## config.mk

```make
export PLATFORM = sky130hd
export DESIGN_NAME = pts_thread_mem
export DESIGN_NICKNAME = d
export VERILOG_FILES = /design/src/rtl/core/pts_pkg.sv /design/src/rtl/core/pts_thread_mem.sv
export SDC_FILE = /design/constraint.sdc
export NUM_CORES = 2
export LEC_CHECK = 0
export BUFFER_PORTS_ARGS = -buffer_cell sky130_fd_sc_hd__buf_2
export CAP_MARGIN = 20
export CORE_MARGIN = 4
export CORE_UTILIZATION = 50
export DETAILED_ROUTE_END_ITERATION = 10
export PLACE_DENSITY_LB_ADDON = 0.05
export SLEW_MARGIN = 30
export SYNTH_ARGS = -nofsm -noshare
export SYNTH_HDL_FRONTEND = slang
export SYNTH_MEMORY_MAX_BITS = 65536
export SYNTH_SLANG_ARGS = --single-unit
```

## constraint.sdc

```tcl
create_clock -name clk -period 2.35 [get_ports clk]
set_input_delay 0 -clock clk [delete_from_list [all_inputs] [get_ports clk]]
set_output_delay 0 -clock clk [all_outputs]
set_load 0.005 [all_outputs]
```

## src/rtl/core/pts_pkg.sv

```systemverilog
package pts_pkg;

    localparam int NUM_THREADS_DEF = 32;
    localparam int PRIO_BITS_DEF   = 8;

    // request codes
    localparam logic [1:0] REQ_RESCHED   = 2'd0;
    localparam logic [1:0] REQ_ENQUEUE   = 2'd1;
    localparam logic [1:0] REQ_DEFER_BEG = 2'd2;
    localparam logic [1:0] REQ_DEFER_END = 2'd3;

    // queue operations
    localparam logic [1:0] Q_NOP    = 2'd0;
    localparam logic [1:0] Q_INSERT = 2'd1;
    localparam logic [1:0] Q_POP    = 2'd2;

    localparam logic [7:0] DEFER_MAX = 8'd255;

    typedef struct packed {
        logic prio;
        logic rstart;
        logic cpu;
        logic rc;
        logic resp;
    } mem_we_t;

endpackage

```

## src/rtl/core/pts_thread_mem.sv

```systemverilog
module pts_thread_mem #(
    parameter int N  = 32,
    parameter int AW = 5,
    parameter int PW = 8
) (
    input  logic            clk,
    input  logic            rst_n,
    input  logic [AW-1:0]   rd_addr,
    input  logic [AW-1:0]   wr_addr,
    input  pts_pkg::mem_we_t we,
    input  logic [PW-1:0]   wr_prio,
    input  logic [31:0]     wr_rstart,
    input  logic [31:0]     wr_cpu,
    input  logic [31:0]     wr_rc,
    input  logic [31:0]     wr_resp,
    output logic [PW-1:0]   rd_prio,
    output logic [31:0]     rd_rstart,
    output logic [31:0]     rd_cpu,
    output logic [31:0]     rd_rc,
    output logic [31:0]     rd_resp
);

    logic [PW-1:0] mem_prio   [N];
    logic [31:0]   mem_rstart [N];
    logic [31:0]   mem_cpu    [N];
    logic [31:0]   mem_rc     [N];
    logic [31:0]   mem_resp   [N];

    // unwritten entries read as zero
    logic [N-1:0] v_prio_reg, v_rstart_reg, v_cpu_reg, v_rc_reg, v_resp_reg;

    always_ff @(posedge clk or negedge rst_n)
    begin
        if (!rst_n)
        begin
            v_prio_reg   <= '0;
            v_rstart_reg <= '0;
            v_cpu_reg    <= '0;
            v_rc_reg     <= '0;
            v_resp_reg   <= '0;
        end
        else
        begin
            if (we.prio)   v_prio_reg[wr_addr]   <= 1'b1;
            if (we.rstart) v_rstart_reg[wr_addr] <= 1'b1;
            if (we.cpu)    v_cpu_reg[wr_addr]    <= 1'b1;
            if (we.rc)     v_rc_reg[wr_addr]     <= 1'b1;
            if (we.resp)   v_resp_reg[wr_addr]   <= 1'b1;
        end
    end

    always_ff @(posedge clk)
    begin
        if (we.prio)   mem_prio[wr_addr]   <= wr_prio;
        if (we.rstart) mem_rstart[wr_addr] <= wr_rstart;
        if (we.cpu)    mem_cpu[wr_addr]    <= wr_cpu;
        if (we.rc)     mem_rc[wr_addr]     <= wr_rc;
        if (we.resp)   mem_resp[wr_addr]   <= wr_resp;
        rd_prio   <= v_prio_reg[rd_addr]   ? mem_prio[rd_addr]   : '0;
        rd_rstart <= v_rstart_reg[rd_addr] ? mem_rstart[rd_addr] : '0;
        rd_cpu    <= v_cpu_reg[rd_addr]    ? mem_cpu[rd_addr]    : '0;
        rd_rc     <= v_rc_reg[rd_addr]     ? mem_rc[rd_addr]     : '0;
        rd_resp   <= v_resp_reg[rd_addr]   ? mem_resp[rd_addr]   : '0;
    end

endmodule

```

* Word-level counts from Yosys, hierarchy flattened
Memories as Yosys holds them, arrays and structs flattened. A register that Yosys moved wholly into a read port is not among the register bits.
Index checks and enable logic that the tools add are counted.
** Word-level totals
- Flip-flop bits (word level) :: 160
- Bits in writable memories :: 4352
- Input port bits :: 153
- Output and inout port bits :: 136
- Logic and storage cells :: 46
- Memories :: 5
** Operators by class
- Magnitude comparators :: 3
- Multiplexer cells :: 22
- Bitwise operators :: 5
- Reductions and logical operators :: 6
** Memory list
- mem_cpu :: words 32, bits a word 32, rd ports 1, clocked after memory_dff 1, wr ports 1, RTL line pts_thread_mem.sv:25 : logic [31:0] mem_cpu [N];
- mem_rc :: words 32, bits a word 32, rd ports 1, clocked after memory_dff 1, wr ports 1, RTL line pts_thread_mem.sv:26 : logic [31:0] mem_rc [N];
- mem_resp :: words 32, bits a word 32, rd ports 1, clocked after memory_dff 1, wr ports 1, RTL line pts_thread_mem.sv:27 : logic [31:0] mem_resp [N];
- mem_rstart :: words 32, bits a word 32, rd ports 1, clocked after memory_dff 1, wr ports 1, RTL line pts_thread_mem.sv:24 : logic [31:0] mem_rstart [N];
- mem_prio :: words 32, bits a word 8, rd ports 1, clocked after memory_dff 1, wr ports 1, RTL line pts_thread_mem.sv:23 : logic [PW-1:0] mem_prio [N];
** Operator list (count)
- $or A32 B32 Y32 :: 5
- $bmux W1 S5 :: 5
- $mux W1 :: 16
- $lt A5 B6 Y1 const B :: 2
- $demux W1 S5 :: 1
- $ge A5 B1 Y1 const B :: 1
- $logic_not A1 Y1 :: 5
- $logic_and A1 B1 Y1 :: 1

* Depth between registers and ports, before layout
- Depth in word-level cells :: 5
- Mapped depth :: 10
- Gate-level depth less buffers :: 5

* Worst setup path before layout
Ideal clock, no wire load.
- Kind :: input port to flip-flop
- From :: in wr_addr[2]
- To :: mem mem_cpu[11][0], enable pin
- Library setup time :: 393 ps
- Data arrival time :: 1519 ps
- Required time :: 1957 ps
- Slack :: 439 ps
- Stages on the path :: 3
- Cells stage by stage :: or3b_2 > nor2_1 > and2_1
** RTL lines
- start, declared :: RTL line pts_thread_mem.sv:9 : input logic [AW-1:0] wr_addr,
- end, declared :: RTL line pts_thread_mem.sv:25
Straight into the memory's write port.

* Worst setup path after layout
- From :: in wr_addr[4]
- To :: mem mem_rstart[17][21], enable pin
** RTL lines (RTL line)
- end, declared :: pts_thread_mem.sv:24
Straight into the memory's write port.

==> metrics.txt <==
R2R Path End rd_rc[4]; gr usage total 25.99%; Hold Path Depth 2; RePlAce Congestion 0.7997; Leakage 70.69 nW; largest net degree at the start of global routing 95; io pins 289; DR vias 91,980; unrepaired setup endpoints after global routing yes; sequential power share 52.3%; top-area cell type share of the netlist area 72.75%; Final Hold Fails 0; maximum vdd drop 0.7827 mV; clock share of power 41.4%; status finished, violations left; setup bufs post-CTS 0; clock slew at reported path FFs 0.06 ns; initial drt markers 9,124; DRC viols 0; Critical Path Start Type primary input; area of the multi-input gates 0.03911 sq mm; Worst Slack Setup Final -0.06926 ns; Max clock buf depth 4; sequential area share after synthesis 76.49%; grt ovf 0; synth top area cells edfxtp_1 (73%), mux4_2 (7.0%), mux2i_1 (6.3%), dfrtp_1 (2.2%), a221oi_2 (1.7%); initial antenna violation count 55; flop-to-flop setup slack 0.33 ns; Num CTS Buffers 473; M2 GR Usage 43.09%; clock skew 0.02943 ns; syn nets 8,972; DP HPWL 257,700 um; WL final 486,700 um; H-tree levels 5; fraction of registers with async set/reset 3.442%; Critical Path AT 3.04 ns; CP Class primary input to flip-flop; failing checks setup timing; Area Growth Syn to Fin 15.90%; WP data required 2.97 ns; post-DR vias/cell 6.175; met1 Use GR 36.94%; synthesized instance count 8,819; Pwr Density 856.3 mW/mm^2; pre-CTS worst setup slack 0.02455 ns; Routed wire per std cell 32.68 um; worst hold margin 0.06520 ns; fillers 26,360; mean area per synthesized cell 20.37 sq um; Main synth FF type edfxtp_1; Post-synth EDFFs 4,352; proportion of layout cells with a drive suffix above 1 25.82%; CTS root buf clkbuf_16; worst skew pair latency 0.99 ns; count of input and output buffers 288; Logic pwr share 6.2%; clk sinks 4,648; Routed Antenna Nets 0; Synth Register Bits 4,648; vias in the first global route 93,610; DIE AREA 0.3689 sq mm; Int Pwr 0.1397 W; setup violators final 88; R2R Path Start v_rc_reg[15]; Sequential Area 0.1374 sq mm; Hold Path Class primary input to flip-flop; TritonCTS clock tree done; area of the mapped netlist 0.1796 sq mm; area leader, netlist edfxtp_1; Placed Instances 13,810; met3 Usage GRT 3.625%; clock period minus final worst setup slack 2.419 ns; Most Crowded Layer GR met2; die height 607.4 um; Rel. slew slack 31.99%; Tcrit/Tclk final 102.9%; synth cell count leaders edfxtp_1 (4,352), mux2i_1 (1,128), mux4_2 (562), a221oi_1 (337), clkbuf_1 (259); Worst R2R Path Depth 6; Final Max Tran Viols 0; floorplan core area 0.3568 sq mm; Yosys warning count 0; CP endpoint kind flip-flop; Yosys cell types 38; NetSw 0.03856 W; Post-Layout Cell Count 14,890; Die Wd 607.4 um; Crit Path Max Fanout 33; drt pass-1 iters 6; row count 219; measured slew at the worst slew-check pin 1.020 ns; max cap viols 0; Max Freq 413.3 MHz; Sw Share 21.63%; Nets 9,867; Initial Utilization 50.35%; hold path start wr_rstart[23]; first-pass GRT wire length 694,900 um; most frequent cell after synthesis edfxtp_1; WHS Endpoint mem_rstart[27][23]
==> through the flow <==
| step | instance area [sq um] | power [W] | util, % | TNS (ns) |
|---|---|---|---|---|
| after detailed placement | 191000 | 0.1059 | 53.55 | 0 |
| after CTS | 208200 | 0.1797 | 58.35 | 0 |
| after global placement | 191000 | 0.1057 | 53.55 | -4.926 |
| after floorplan | 179600 | 0.1009 | - | 0 |
| after global routing | 208200 | 0.1842 | 58.35 | -0.007703 |
| final | 208200 | 0.1783 | 58.36 | -2.122 |
==> power groups by stage <==
stage | registers [W] | clock network [W] | logic (W)
after global placement | 0.0950 | 0 | 0.0107
after global routing | 0.0934 | 0.0789 | 0.0118
after CTS | 0.0933 | 0.0752 | 0.0112
after detailed placement | 0.0950 | 0 | 0.0109
after floorplan | 0.0946 | 0 | 0.00623
final | 0.0933 | 0.0739 | 0.0111
==> cells by family after synthesis <==
logic type / count (synthesis) / share of synthesized area [%]
flops: 4648 / 76.49
buf+inv: 547 / 1.844
simple gates: 678 / 2.014
mux: 1692 / 13.36
compound gates: 1254 / 6.286
==> layout by cell type (no fill, tap or decap), types with 12 or more instances in the layout <==
| cell type | netlist | layout |
|---|---|---|
| a21o_1 | 136 | 136 |
| a221oi_1 | 337 | 337 |
| a221oi_2 | 207 | 207 |
| a22oi_1 | 156 | 156 |
| a311oi_1 | 66 | 66 |
| a311oi_2 | 70 | 70 |
| and2_1 | 161 | 33 |
| and2_2 | 0 | 128 |
| buf_12 | 22 | 265 |
| buf_2 | 82 | 287 |
| buf_4 | 99 | 232 |
| bufinv_16 | 0 | 35 |
| clkbuf_1 | 259 | 120 |
| clkbuf_16 | 0 | 482 |
| clkbuf_8 | 0 | 45 |
| clkinv_1 | 0 | 91 |
| clkinv_2 | 0 | 82 |
| clkinvlp_4 | 0 | 12 |
| dfrtp_1 | 160 | 160 |
| dfxtp_1 | 136 | 136 |
| diode_2 | 0 | 12 |
| dlygate4sd3_1 | 0 | 174 |
| edfxtp_1 | 4352 | 4352 |
| mux2i_1 | 1128 | 1128 |
| mux4_2 | 562 | 562 |
| nand2_1 | 13 | 13 |
| nor2_1 | 172 | 171 |
| nor3_1 | 136 | 136 |
| o21ai_0 | 246 | 246 |
| o21ai_1 | 26 | 26 |
| or2_2 | 162 | 162 |
==> layer usage <==
layer | wire, um | up-vias
met5 | 57 | -
met4 | 11930 | 10
met3 | 29940 | 745
met2 | 239100 | 3256
met1 | 205700 | 49360
li1 | - | 38610
==> layout make-up <==
| type | count | area share [%] |
|---|---|---|
| Timing Repair Buffer | 966 | 4.977 |
| Inverter | 1 | 0.005408 |
| Antenna cell | 12 | 0.01442 |
| Clock inverter | 245 | 1.057 |
| Tap cell | 4751 | 2.855 |
| Sequential cell | 4648 | 66.00 |
| Clock buffer | 647 | 6.307 |
| Multi-Input combinational cell | 3624 | 18.79 |
==> worst max-delay path, stage by stage <==
cell           delay, ns
dlygate4sd3_1       0.69
buf_2               0.23
or3b_2              0.50
dlygate4sd3_1       0.60
nor2_1              0.23
buf_4               0.20
and2_2              0.19
buf_16              0.29
==> worst max path at each step <==
stage | start | endpoint | slack [ns] | cells past startpoint
finish | wr_addr[4] | mem_rstart[17][21] | -0.07 | 8
global route | wr_addr[4] | mem_cpu[17][8] | -0.003 | 7
CTS | wr_addr[4] | mem_rstart[17][21] | 0.07 | 8
detailed placement | rd_addr[1] | rd_rc[12] | 0.02 | 8
global placement | rd_addr[0] | rd_rc[30] | -0.18 | 8
floorplan | wr_addr[2] | mem_cpu[11][0] | 0.44 | 3
==> timing repair <==
item | 4_1_cts | 5_1_grt
hold buffers | 180 | 0
endpoints found under the setup margin | 0 | 20
resized for setup | 0 | 2
endpoints found under the hold margin | 8400 | 0
Power figures use the tool's default switching activity.
