File: config.mk
export PLATFORM = sky130hd
export DESIGN_NAME = pts_queue
export DESIGN_NICKNAME = d
export VERILOG_FILES = /design/src/rtl/core/pts_pkg.sv /design/src/rtl/core/pts_cell.sv /design/src/rtl/core/pts_queue.sv
export SDC_FILE = /design/constraint.sdc
export NUM_CORES = 1
export LEC_CHECK = 0
export ABC_AREA = 1
export BUFFER_PORTS_ARGS = -buffer_cell sky130_fd_sc_hd__buf_2
export CAP_MARGIN = 20
export CORE_AREA = 2 2 326 328
export DETAILED_ROUTE_END_ITERATION = 16
export DIE_AREA = 0 0 328 330
export PLACE_DENSITY_LB_ADDON = 0.15
export RECOVER_POWER = 100
export SLEW_MARGIN = 40
export SYNTH_ARGS = -nofsm -noshare
export SYNTH_HDL_FRONTEND = slang
export SYNTH_SLANG_ARGS = --single-unit
File: constraint.sdc
create_clock -name clk -period 2.25 [get_ports clk]
set_input_delay 0.225 -clock clk [delete_from_list [all_inputs] [get_ports clk]]
set_output_delay 0.225 -clock clk [all_outputs]
set_load 0.01 [all_outputs]
File: src/rtl/core/pts_pkg.sv
package pts_pkg;

    localparam int NUM_THREADS_DEF = 32;
    localparam int PRIO_BITS_DEF   = 8;

    // request codes
    localparam logic [1:0] REQ_RESCHED   = 2'd0;
    localparam logic [1:0] REQ_ENQUEUE   = 2'd1;
    localparam logic [1:0] REQ_DEFER_BEG = 2'd2;
    localparam logic [1:0] REQ_DEFER_END = 2'd3;

    // queue operations
    localparam logic [1:0] Q_NOP    = 2'd0;
    localparam logic [1:0] Q_INSERT = 2'd1;
    localparam logic [1:0] Q_POP    = 2'd2;

    localparam logic [7:0] DEFER_MAX = 8'd255;

    typedef struct packed {
        logic prio;
        logic rstart;
        logic cpu;
        logic rc;
        logic resp;
    } mem_we_t;

endpackage

File: src/rtl/core/pts_cell.sv
module pts_cell #(
    parameter int IW = 5,
    parameter int KW = 8
) (
    input  logic          clk,
    input  logic          rst_n,
    input  logic [1:0]    op,
    input  logic [IW-1:0] ins_id,
    input  logic [KW-1:0] ins_key,
    input  logic          prev_ge,
    input  logic [IW-1:0] left_id,
    input  logic [KW-1:0] left_key,
    input  logic          left_valid,
    input  logic [IW-1:0] right_id,
    input  logic [KW-1:0] right_key,
    input  logic          right_valid,
    output logic [IW-1:0] id,
    output logic [KW-1:0] key,
    output logic          valid,
    output logic          ge
);

    logic [IW-1:0] id_reg, id_next;
    logic [KW-1:0] key_reg, key_next;
    logic          valid_reg, valid_next;

    assign ge = valid_reg && (key_reg >= ins_key);

    always_comb
    begin
        id_next    = id_reg;
        key_next   = key_reg;
        valid_next = valid_reg;
        case (op)
            pts_pkg::Q_INSERT:
            begin
                if (!ge)
                begin
                    // first slot below the new key takes it, the rest shift down
                    if (prev_ge)
                    begin
                        id_next    = ins_id;
                        key_next   = ins_key;
                        valid_next = 1'b1;
                    end
                    else
                    begin
                        id_next    = left_id;
                        key_next   = left_key;
                        valid_next = left_valid;
                    end
                end
            end
            pts_pkg::Q_POP:
            begin
                id_next    = right_id;
                key_next   = right_key;
                valid_next = right_valid;
            end
            default:
            begin
            end
        endcase
    end

    always_ff @(posedge clk or negedge rst_n)
    begin
        if (!rst_n)
            valid_reg <= 1'b0;
        else
            valid_reg <= valid_next;
    end

    always_ff @(posedge clk)
    begin
        id_reg  <= id_next;
        key_reg <= key_next;
    end

    assign id    = id_reg;
    assign key   = key_reg;
    assign valid = valid_reg;

endmodule

File: src/rtl/core/pts_queue.sv
module pts_queue #(
    parameter int N  = 32,
    parameter int IW = 5,
    parameter int KW = 8,
    parameter int CW = 6
) (
    input  logic          clk,
    input  logic          rst_n,
    input  logic [1:0]    op,
    input  logic [IW-1:0] ins_id,
    input  logic [KW-1:0] ins_key,
    output logic [IW-1:0] head_id,
    output logic [KW-1:0] head_key,
    output logic [CW-1:0] count
);

    logic [IW-1:0] c_id    [N];
    logic [KW-1:0] c_key   [N];
    logic          c_valid [N];
    logic          c_ge    [N];
    logic [CW-1:0] count_reg, count_next;

    for (genvar i = 0; i < N; i++)
    begin : g_cell
        logic [IW-1:0] l_id, r_id;
        logic [KW-1:0] l_key, r_key;
        logic          l_valid, r_valid, p_ge;

        if (i == 0)
        begin : g_first
            assign l_id    = '0;
            assign l_key   = '0;
            assign l_valid = 1'b0;
            assign p_ge    = 1'b1;
        end
        else
        begin : g_mid
            assign l_id    = c_id[i-1];
            assign l_key   = c_key[i-1];
            assign l_valid = c_valid[i-1];
            assign p_ge    = c_ge[i-1];
        end

        if (i == N - 1)
        begin : g_last
            assign r_id    = '0;
            assign r_key   = '0;
            assign r_valid = 1'b0;
        end
        else
        begin : g_inner
            assign r_id    = c_id[i+1];
            assign r_key   = c_key[i+1];
            assign r_valid = c_valid[i+1];
        end

        pts_cell #(.IW(IW), .KW(KW)) u_cell (
            .clk         (clk),
            .rst_n       (rst_n),
            .op          (op),
            .ins_id      (ins_id),
            .ins_key     (ins_key),
            .prev_ge     (p_ge),
            .left_id     (l_id),
            .left_key    (l_key),
            .left_valid  (l_valid),
            .right_id    (r_id),
            .right_key   (r_key),
            .right_valid (r_valid),
            .id          (c_id[i]),
            .key         (c_key[i]),
            .valid       (c_valid[i]),
            .ge          (c_ge[i])
        );
    end

    always_comb
    begin
        case (op)
            pts_pkg::Q_INSERT: count_next = count_reg + CW'(1);
            pts_pkg::Q_POP:    count_next = count_reg - CW'(1);
            default:           count_next = count_reg;
        endcase
    end

    always_ff @(posedge clk or negedge rst_n)
    begin
        if (!rst_n)
            count_reg <= '0;
        else
            count_reg <= count_next;
    end

    assign head_id  = c_id[0];
    assign head_key = c_key[0];
    assign count    = count_reg;

endmodule

After elaboration in Yosys (flattened, before gate mapping)
Cells that the tools add are included.
Widths: inputs -> output; s select.
{"block": "word_totals", "ff_bits": 454, "latch_bits": 0, "ram_bits": 0, "mem_bits_ro": 0, "wordCells": 516, "memories": 0}
{"block": "op_classes", "addsub": 2, "multipliers": 0, "div_mod_pow": 0, "order_cmp": 32, "n_eq_ne": 34, "shifts": 0, "mux": 286, "bitwise": 0, "reduce_logical": 65}
{"op": "$pmux 8 s2", "n": 32}
{"op": "$mux 8", "n": 63}
{"op": "$pmux 5 s2", "n": 32}
{"op": "$mux 5", "n": 63}
{"op": "$ge 8x8->1", "n": 32}
{"op": "$ne 2x2->1 const B", "n": 32}
{"op": "$pmux 1 s2", "n": 32}
{"op": "$reduce_and 2->1", "n": 32}
{"op": "$mux 1", "n": 63}
{"op": "$logic_and 1x1->1", "n": 32}
{"op": "$pmux 6 s2", "n": 1}
{"op": "$add 6x1->6 const B", "n": 1}
{"op": "$sub 6x1->6 const B", "n": 1}
{"op": "$eq 2x1->1 const B", "n": 1}
{"op": "$eq 2x2->1 const B", "n": 1}
{"op": "$reduce_bool 2->1", "n": 1}

Logic depth before layout (Yosys ltp)
Gate-level depths: netlist (run 1).
{"block": "depth", "word_depth": 5, "mapped_depth": 14, "mapped_depth_nobuf": 14}

Cells and area by module
A second synthesis (run 1) with hierarchy kept.
{"block": "unflattened", "cells_unflattened": 3919, "hier_area_um2": 31669.1}
{"module": "pts_cell", "n_inst": 32, "cells_each": 120, "area_each_um2": 973.4}
{"module": "pts_queue", "n_inst": 1, "cells_each": 79, "area_each_um2": 519.2}

Worst setup path after synthesis (run 1)
Ideal clock, no wire load.
{"block": "synth_timing", "path_kind": "input to register", "startpoint": "input ins_key[7]", "endpoint": "register g_cell[24].u_cell.id_reg[0] (enable)", "setup_time_ns": 0.359, "arrival_time_ns": 2.616, "required_ns": 1.891, "slack_ns": -0.726, "path_stages": 11, "path_buffers": 1, "cell_sequence": "inv_1 clkbuf_1 ha_1 nand2_1 inv_1 nor2_1 o21a_1 nand2_1 nand2_2 nand2_1 nand2_1"}
{"block": "synth_via", "elab_chain_cells": 4}
{"element": "start, declared", "line": "pts_queue.sv:11", "rtl": "input logic [KW-1:0] ins_key,"}
{"element": "$ge 8x8->1", "line": "pts_cell.sv:27", "rtl": "assign ge = valid_reg && (key_reg >= ins_key);"}
{"element": "$logic_and 1x1->1", "line": "pts_cell.sv:27"}
{"element": "$ne 2x2->1 (no line)"}
{"element": "$reduce_and 2->1 (no line)"}
{"element": "end signal, assigned", "line": "pts_cell.sv:76", "rtl": "id_reg <= id_next;"}
{"element": "end, declared", "line": "pts_cell.sv:23", "rtl": "logic [IW-1:0] id_reg, id_next;"}
No other way between the ends.
A chain may end at the register's enable or synchronous reset.

Final worst setup path (run 1)
{"block": "layout_timing", "startpoint": "input op[1]", "endpoint": "register g_cell[10].u_cell.key_reg[7], data pin"}
{"block": "layout_via", "elab_chain_cells": 2, "word_cells_on_any_way": 3}
{"element": "start, declared", "line": "pts_queue.sv:9", "rtl": "input logic [1:0] op,"}
{"element": "$eq 2x2->1 / $eq 2x1->1 (equally long branches)", "line": "pts_cell.sv:34", "rtl": "case (op)"}
{"element": "$pmux 8 s2 (*)", "line": "pts_cell.sv:34"}
{"element": "via g_cell[10].u_cell.key_next[7]", "line": "pts_cell.sv:24", "rtl": "logic [KW-1:0] key_reg, key_next;"}
{"element": "end signal, assigned", "line": "pts_cell.sv:77", "rtl": "key_reg <= key_next;"}
{"element": "end, declared", "line": "pts_cell.sv:24"}
Mark *: on every way through the listed nets, which the timed path passes. The rest lies on a longest branch.

==> load_flow_metrics.sql, run 1 <==
INSERT INTO impl_metrics (metric_group, metric, value, unit) VALUES
('status', 'outcome', 'finished with violations', ''),
('status', 'violations', 'negative hold slack', ''),
('setup_path', 'crit_arrival', '2.67', 'ns'),
('clocking', 'cts.sink_count', '454', ''),
('setup_path', 'crit_start', 'op[1]', ''),
('setup_path', 'worstPathMaxFanout', '101', ''),
('sta', 'worst_pin_slew', '1.19', 'ns'),
('placed_design', 'dpl.hpwl', '77700', 'um'),
('finish', 'insertedDiodeCount', '0', ''),
('setup_path', 'cp_num_cells', '7', ''),
('setup_path', 'worstSetupPathType', 'input port to flop', ''),
('detailed_routing', 'drc_errors', '0', ''),
('grt', 'grt_antenna_before_repair', '0', ''),
('clocking', 'largest_buffer_count_on_any_clock_path', '3', ''),
('finish', 'layout.cells.non_filler', '5936', ''),
('setup_path', 'worst-path-buf-inv', '4', ''),
('yosys', 'synth_top_flop_cell', 'edfxtp_1', ''),
('floorplanning', 'initial_core_util', '0.308', ''),
('finish', 'layout.cells.most_common', 'nand2_1', ''),
('grt', 'number_of_global_route_vias_before_repair', '27900', ''),
('detailed_routing', 'route.detailed.wl_per_inst', '18.5', 'um'),
('detailed_routing', 'drt-pass1-iter-count', '5', ''),
('power_and_ir_drop', 'vdd_drop_max', '0.595', 'mV'),
('yosys', 'syn_inst', '4361', ''),
('setup_path', 'cpMaxStageDelayCell', 'ha_1', ''),
('detailed_routing', 'count_of_routing_violations_after_the_opening_detailed_route_iteration', '2136', ''),
('setup_path', 'path_cells', 'dlygate4sd3_1 -> buf_2 -> ha_1 -> buf_6 -> buf_12 -> nand2_1 -> nand2_1', ''),
('setup_path', 'critical-path-top-delay-family', 'buffers and inverters', ''),
('finish', 'fin_nets', '4777', ''),
('detailed_routing', 'antenna_violating_nets_post_route', '0', ''),
('yosys', 'count_of_flip_flops_with_a_built_in_enable_after_synthesis', '416', ''),
('worst_hold_path', 'hp-class', 'input port to flop', ''),
('setup_path', 'cp_data_required_time', '2.74', 'ns'),
('grt', 'global_route.usage.total', '0.202', ''),
('yosys', 'async_reset_ff_frac', '0.0837', ''),
('sta', 'rsz0062_at_grt', 'no', ''),
('floorplanning', 'core_region_area', '105000', 'um2'),
('sta', 'final-setup-viol-count', '0', ''),
('placed_design', 'port_buffers', '35', ''),
('finish', 'commonest_cells_after_routing_fill_and_taps_aside', 'nand2_1, nand3_1, inv_1', ''),
('sta', 'hold_viol', '1', ''),
('placed_design', 'placed_cell_area', '36100', 'um2'),
('finish', 'layout-drive-gt1-share', '0.103', ''),
('yosys', 'synth.lib_cells_used.distinct', '27', ''),
('clocking', 'cts.clk_slew.worst_paths', '0.06', 'ns'),
('yosys', 'synth-seq-area-share', '0.417', ''),
('clocking', 'clock_tree.root_cell', 'clkbuf_16', ''),
('power_and_ir_drop', 'leakage', '19.2', 'nW'),
('finish', 'largest_reg_flops', '256', ''),
('sta', 'max-slew-margin-rel', '0.206', ''),
('sta', 'achievable-frequency', '459', 'MHz'),
('yosys', 'avgSynthCellArea', '7.39', 'um2'),
('setup_path', 'end_kind', 'flop', ''),
('sta', 'fin_skew', '0.0222', 'ns'),
('yosys', 'ys_warn_count', '0', ''),
('floorplanning', 'die-area', '108000', 'um2'),
('floorplanning', 'pin_count', '36', ''),
('placed_design', 'routabilityCongestion', '0.811', ''),
('grt', 'first_pass_grt_wire_length', '170000', 'um'),
('clocking', 'tritoncts.num_buffers', '58', ''),
('setup_path', 'timing.reg2reg.setup_slack', '0.17', 'ns'),
('grt', 'grt_start_max_net_pins', '165', ''),
('sta', 'fin_hold_ws', '-0.00227', 'ns'),
('clocking', 'clk_latency', '0.65', 'ns'),
('floorplanning', 'placement_rows', '119', ''),
('setup_path', 'regToRegEndpoint', 'g_cell[14].u_cell.key[6]$_DFFE_PP_', ''),
('detailed_routing', 'finalWirelength', '110000', 'um'),
('finish', 'postLayoutCoreUtil', '0.362', ''),
('clocking', 'tritoncts', 'done', ''),
('floorplanning', 'chipHeight', '330', 'um'),
('sta', 'slew_viol_final', '0', '');
[Yosys cell counts, types with 2 or more instances]
| cell | count | area share |
|---|---|---|
| buf_6 | 4 | 0.0014 |
| nand3_1 | 843 | 0.13 |
| xnor2_1 | 2 | 0.00054 |
| clkbuf_1 | 125 | 0.015 |
| nand2_2 | 47 | 0.0091 |
| buf_4 | 43 | 0.010 |
| buf_2 | 93 | 0.014 |
| xor2_1 | 2 | 0.00054 |
| nor2_1 | 93 | 0.011 |
| a21oi_1 | 67 | 0.010 |
| ha_1 | 262 | 0.10 |
| nand4_1 | 3 | 0.00058 |
| buf_1 | 6 | 0.00070 |
| dfrtp_1 | 38 | 0.030 |
| o21ai_0 | 47 | 0.0073 |
| a21o_1 | 2 | 0.00047 |
| nand2_1 | 1682 | 0.20 |
| o21a_1 | 30 | 0.0070 |
| inv_1 | 549 | 0.064 |
| edfxtp_1 | 416 | 0.39 |
[per-stage QoR]
stage          worst slack, ns  power [mW]  setup TNS [ns]
6_report                0.0707        31.0               0
5_1_grt                0.00218        33.1               0
4_1_cts                 0.0797        31.3               0
3_5_place_dp           -0.0395        22.0           -1.54
3_3_place_gp           -0.0471        22.0          -0.347
2_1_floorplan           0.0293        18.2               0
[per-layer routing]
layer  part of all wire  GRT usage  vias up
met5                  0          0        -
met4              0.020     0.0461        0
met3              0.039     0.0221      120
met2               0.45      0.323      518
met1               0.49      0.290    13400
li1                   -          -    14400
[what timing repair did]
| item | in CTS | in global routing |
|---|---|---|
| hold endpoints to repair | 29 | 0 |
| setup endpoints to repair | 0 | 140 |
| gates resized for setup | 0 | 27 |
| setup buffers | 0 | 6 |
| hold buffers | 6 | 0 |
[tightest hold or removal path, cell delays in order]
cell,delay (ns)
buf_2,0.12
o21ai_1,0.10
nor2_1,0.08
[kinds of logic after synthesis]
logic type,after synthesis,synth area share
compound gates,147,0.0254
xor+xnor,4,0.00109
buf+inv,821,0.105
flops,454,0.417
fa+ha+maj,263,0.102
simple gates,2672,0.348
[how the worst min path moves through the flow]
| stage | start | endpoint | slack (ns) | cells after the start |
|---|---|---|---|---|
| 5_1_grt | ins_id[1] | g_cell[31].u_cell.id[1]$_SDFFCE_PP0P_ | 0.02 | 3 |
| 6_report | ins_id[1] | g_cell[31].u_cell.id[1]$_SDFFCE_PP0P_ | -0.002 | 3 |
| 2_1_floorplan | rst_n | count[0]$_DFFE_PN0P_ | -0.07 | 0 |
| 3_3_place_gp | rst_n | count[4]$_DFFE_PN0P_ | 0.23 | 1 |
| 4_1_cts | ins_id[1] | g_cell[31].u_cell.id[1]$_SDFFCE_PP0P_ | 0.01 | 3 |
| 3_5_place_dp | rst_n | count[4]$_DFFE_PN0P_ | 0.22 | 1 |
[cell type report]
type,instances,area [um2],share of cell area
Clock buffer,77,1560,0.0412
Clock inverter,31,243,0.00640
Inverter,550,2090,0.0550
Multi-Input combinational cell,3086,15400,0.406
Sequential cell,454,13400,0.354
Tap cell,1391,1740,0.0459
Timing Repair Buffer,347,3470,0.0916
[where the power goes]
| part | leakage, nW | switching (mW) | total [mW] | internal (mW) |
|---|---|---|---|---|
| Clock | 0.897 | 3.98 | 9.18 | 5.20 |
| Combinational | 13.8 | 5.97 | 9.56 | 3.59 |
| Sequential | 4.54 | 1.21 | 12.3 | 11.1 |
| Total | 19.2 | 11.2 | 31.0 | 19.8 |
(Power assumes the default switching activity.)
==> run 2: changes to the inputs <==
--- a/config.mk
+++ b/config.mk
@@ -8,12 +8,14 @@
 export ABC_AREA = 1
 export BUFFER_PORTS_ARGS = -buffer_cell sky130_fd_sc_hd__buf_2
 export CAP_MARGIN = 20
-export CORE_AREA = 2 2 326 328
+export CORE_AREA = 2 2 323 325
+export CTS_BUF_LIST = sky130_fd_sc_hd__clkbuf_8
 export DETAILED_ROUTE_END_ITERATION = 16
-export DIE_AREA = 0 0 328 330
+export DIE_AREA = 0 0 325 327
 export PLACE_DENSITY_LB_ADDON = 0.15
 export RECOVER_POWER = 100
 export SLEW_MARGIN = 40
 export SYNTH_ARGS = -nofsm -noshare
 export SYNTH_HDL_FRONTEND = slang
+export SYNTH_HIERARCHICAL = 1
 export SYNTH_SLANG_ARGS = --single-unit
==> run 2 against run 1 <==
  * The run now ends clean
  * Clock power fell by 13%
  * Clock skew increased by 0.013 ns
  * Clock-buffer cell count is 20 higher
  * Routed wire length decreased by 9.3%
  * Via count is 4.0% lower
  * Final cell count shrank 3.0%
  * Flip-flop and latch count unchanged
  * Critical path depth increased by 2
  * Critical endpoint is now g_cell[25].u_cell/id[2]$_DFFE_PP_
  * Largest cell class unchanged
==> load_flow_metrics.sql, run 2 <==
INSERT INTO impl_metrics (metric_group, metric, value, unit) VALUES
('status', 'outcome', 'complete, no violations', ''),
('setup_path', 'critical-path-top-delay-family', 'simple AND/OR/NAND/NOR gates', ''),
('yosys', 'syn_inst', '3918', ''),
('detailed_routing', 'drc_errors', '0', ''),
('floorplanning', 'core_region_area', '103000', 'um2'),
('clocking', 'tritoncts', 'done', ''),
('finish', 'largest_reg_flops', '256', ''),
('finish', 'postLayoutCoreUtil', '0.364', ''),
('yosys', 'ys_warn_count', '6', ''),
('grt', 'global_route.usage.total', '0.187', ''),
('grt', 'grt_overflow_total', '0', ''),
('floorplanning', 'chipHeight', '327', 'um'),
('detailed_routing', 'drt-pass1-iter-count', '5', ''),
('finish', 'syn2layout_area_growth', '18.3', '%'),
('detailed_routing', 'finalWirelength', '99800', 'um'),
('placed_design', 'port_buffers', '35', ''),
('setup_path', 'critical_path.startpoint_type', 'flop', ''),
('finish', 'commonest_cells_after_routing_fill_and_taps_aside', 'nand2_1, inv_1, edfxtp_1', ''),
('clocking', 'cts.sink_count', '454', ''),
('floorplanning', 'initial_core_util', '0.308', ''),
('placed_design', 'dpl.hpwl', '73000', 'um'),
('sta', 'rsz0062_at_grt', 'no', ''),
('sta', 'final-setup-viol-count', '0', ''),
('detailed_routing', 'route.vias.total', '27300', ''),
('floorplanning', 'placement_rows', '118', ''),
('detailed_routing', 'route.detailed.wl_per_inst', '17.3', 'um'),
('clocking', 'cts-htree-levels', '3', ''),
('sta', 'max-slew-margin-rel', '0.390', ''),
('setup_path', 'path_cells', 'ha_1 -> a21oi_1 -> nor2_1 -> nor2_1 -> nand3_1 -> nand2_2 -> nand2_2 -> nand2_1 -> clkbuf_2', ''),
('sta', 'slew_viol_final', '0', ''),
('grt', 'grt_start_max_net_pins', '91', ''),
('sta', 'fin_skew', '0.0354', 'ns'),
('sta', 'hold_viol', '0', ''),
('clocking', 'tritoncts.num_buffers', '92', ''),
('finish', 'layout.cells.most_common', 'nand2_1', ''),
('finish', 'layout.cells.non_filler', '5755', ''),
('clocking', 'cts.clk_slew.worst_paths', '0.06', 'ns'),
('clocking', 'largest_buffer_count_on_any_clock_path', '3', ''),
('setup_path', 'worstSetupPathType', 'flop to flop', ''),
('grt', 'first_pass_grt_wire_length', '157000', 'um'),
('clocking', 'clock_tree.root_cell', 'clkbuf_8', ''),
('sta', 'crit_share_post_route', '0.946', ''),
('job', 'max_capacitance_violation_count', '0', ''),
('yosys', 'synth_area', '31700', 'um2'),
('grt', 'grt_antenna_before_repair', '3', ''),
('setup_path', 'worstPathMaxFanout', '13', ''),
('detailed_routing', 'antenna_violating_nets_post_route', '0', ''),
('setup_path', 'worst-path-buf-inv', '1', ''),
('power_and_ir_drop', 'power_density', '862', 'nW/um2'),
('yosys', 'avgSynthCellArea', '8.08', 'um2'),
('finish', 'layout-drive-gt1-share', '0.150', ''),
('finish', 'fin_nets', '4572', ''),
('power_and_ir_drop', 'report.power.total', '32.3', 'mW'),
('floorplanning', 'pin_count', '36', ''),
('worst_hold_path', 'hp-class', 'input port to flop', ''),
('setup_path', 'end_kind', 'flop', ''),
('setup_path', 'timing.critical_path.slowest_cell_delay', '0.44', 'ns'),
('power_and_ir_drop', 'vdd_drop_max', '0.401', 'mV'),
('grt', 'number_of_global_route_vias_before_repair', '26900', ''),
('detailed_routing', 'average_via_count_per_standard_cell', '4.74', ''),
('floorplanning', 'die-area', '106000', 'um2'),
('setup_path', 'cpMaxStageDelayCell', 'edfxtp_1', ''),
('clocking', 'clk_latency', '0.72', 'ns'),
('sta', 'achievable-frequency', '470', 'MHz'),
('placed_design', 'routabilityCongestion', '0.806', ''),
('sta', 'fin_hold_ws', '0.164', 'ns'),
('power_and_ir_drop', 'leakage', '17.5', 'nW'),
('sta', 'finalCriticalPeriod', '2.13', 'ns'),
('setup_path', 'crit_arrival', '2.50', 'ns'),
('detailed_routing', 'count_of_routing_violations_after_the_opening_detailed_route_iteration', '1863', ''),
('floorplanning', 'die_x', '325', 'um'),
('sta', 'worst_pin_slew', '0.915', 'ns'),
('setup_path', 'cp_data_required_time', '2.63', 'ns'),
('placed_design', 'dp_cells', '5564', '');
==> run 2: layout make-up <==
class                           instances  area (um2)
Antenna cell                            3        7.51
Clock buffer                           97        1340
Clock inverter                         73         305
Fill cell                           10900       65400
Inverter                              461        1730
Multi-Input combinational cell       2870       15500
Sequential cell                       454       13400
Tap cell                             1380        1730
Timing Repair Buffer                  417        3440
==> run 2: path summary, 6_finish.rpt <==
check | from | end | slack (ns) | cells after the start
max | g_cell[25].u_cell/key[5]$_DFFE_PP_ | g_cell[25].u_cell/id[2]$_DFFE_PP_ | 0.12 | 9
min | ins_id[3] | g_cell[31].u_cell/id[3]$_DFFE_PP_ | 0.16 | 4
max reg2reg | g_cell[25].u_cell/key[5]$_DFFE_PP_ | g_cell[25].u_cell/id[2]$_DFFE_PP_ | 0.12 | 9
min reg2reg | count[5]$_DFFE_PN0P_ | count[5]$_DFFE_PN0P_ | 0.55 | 2
max in group asynchronous | rst_n | g_cell[9].u_cell/valid$_DFFE_PN0P_ | 0.25 | 4
min in group asynchronous | rst_n | g_cell[26].u_cell/valid$_DFFE_PN0P_ | 0.66 | 3
==> run 2: worst reg2reg max path: stages (launching register included) <==
cell      delay, ns
edfxtp_1       0.44
ha_1           0.32
a21oi_1        0.19
nor2_1         0.06
nor2_1         0.09
nand3_1        0.10
nand2_2        0.08
nand2_2        0.06
nand2_1        0.09
clkbuf_2       0.35
==> run 2: through the flow <==
step                      area, um2  TNS, ns  setup slack [ns]
after floorplan               31800        0             0.263
after CTS                     37900        0             0.108
after global placement        36200   -10.70            -0.164
after global routing          37500        0          0.000415
after detailed placement      36200   -12.09            -0.135
final                         37500        0             0.123
==> run 2: routing by layer <==
layer / global-route usage / share of wire / wire (um)
met1: 0.273 / 0.50 / 50000
met2: 0.291 / 0.43 / 42900
met3: 0.0266 / 0.047 / 4650
met4: 0.0471 / 0.023 / 2300
met5: 0 / 0.00012 / 12
==> run 2: report_power, final <==
group	switching [mW]	internal (mW)	leakage, nW	total [mW]
Clock	4.01	3.97	0.988	7.99
Combinational	6.37	4.47	12.1	10.8
Sequential	1.68	11.8	4.50	13.5
Total	12.1	20.2	17.5	32.3
==> run 2: repair_timing <==
action	in CTS	in global routing
hold buffers	6	0
endpoints found under the setup margin	0	19
buffers inserted	0	12
endpoints found under the hold margin	52	0
resized for setup	0	13
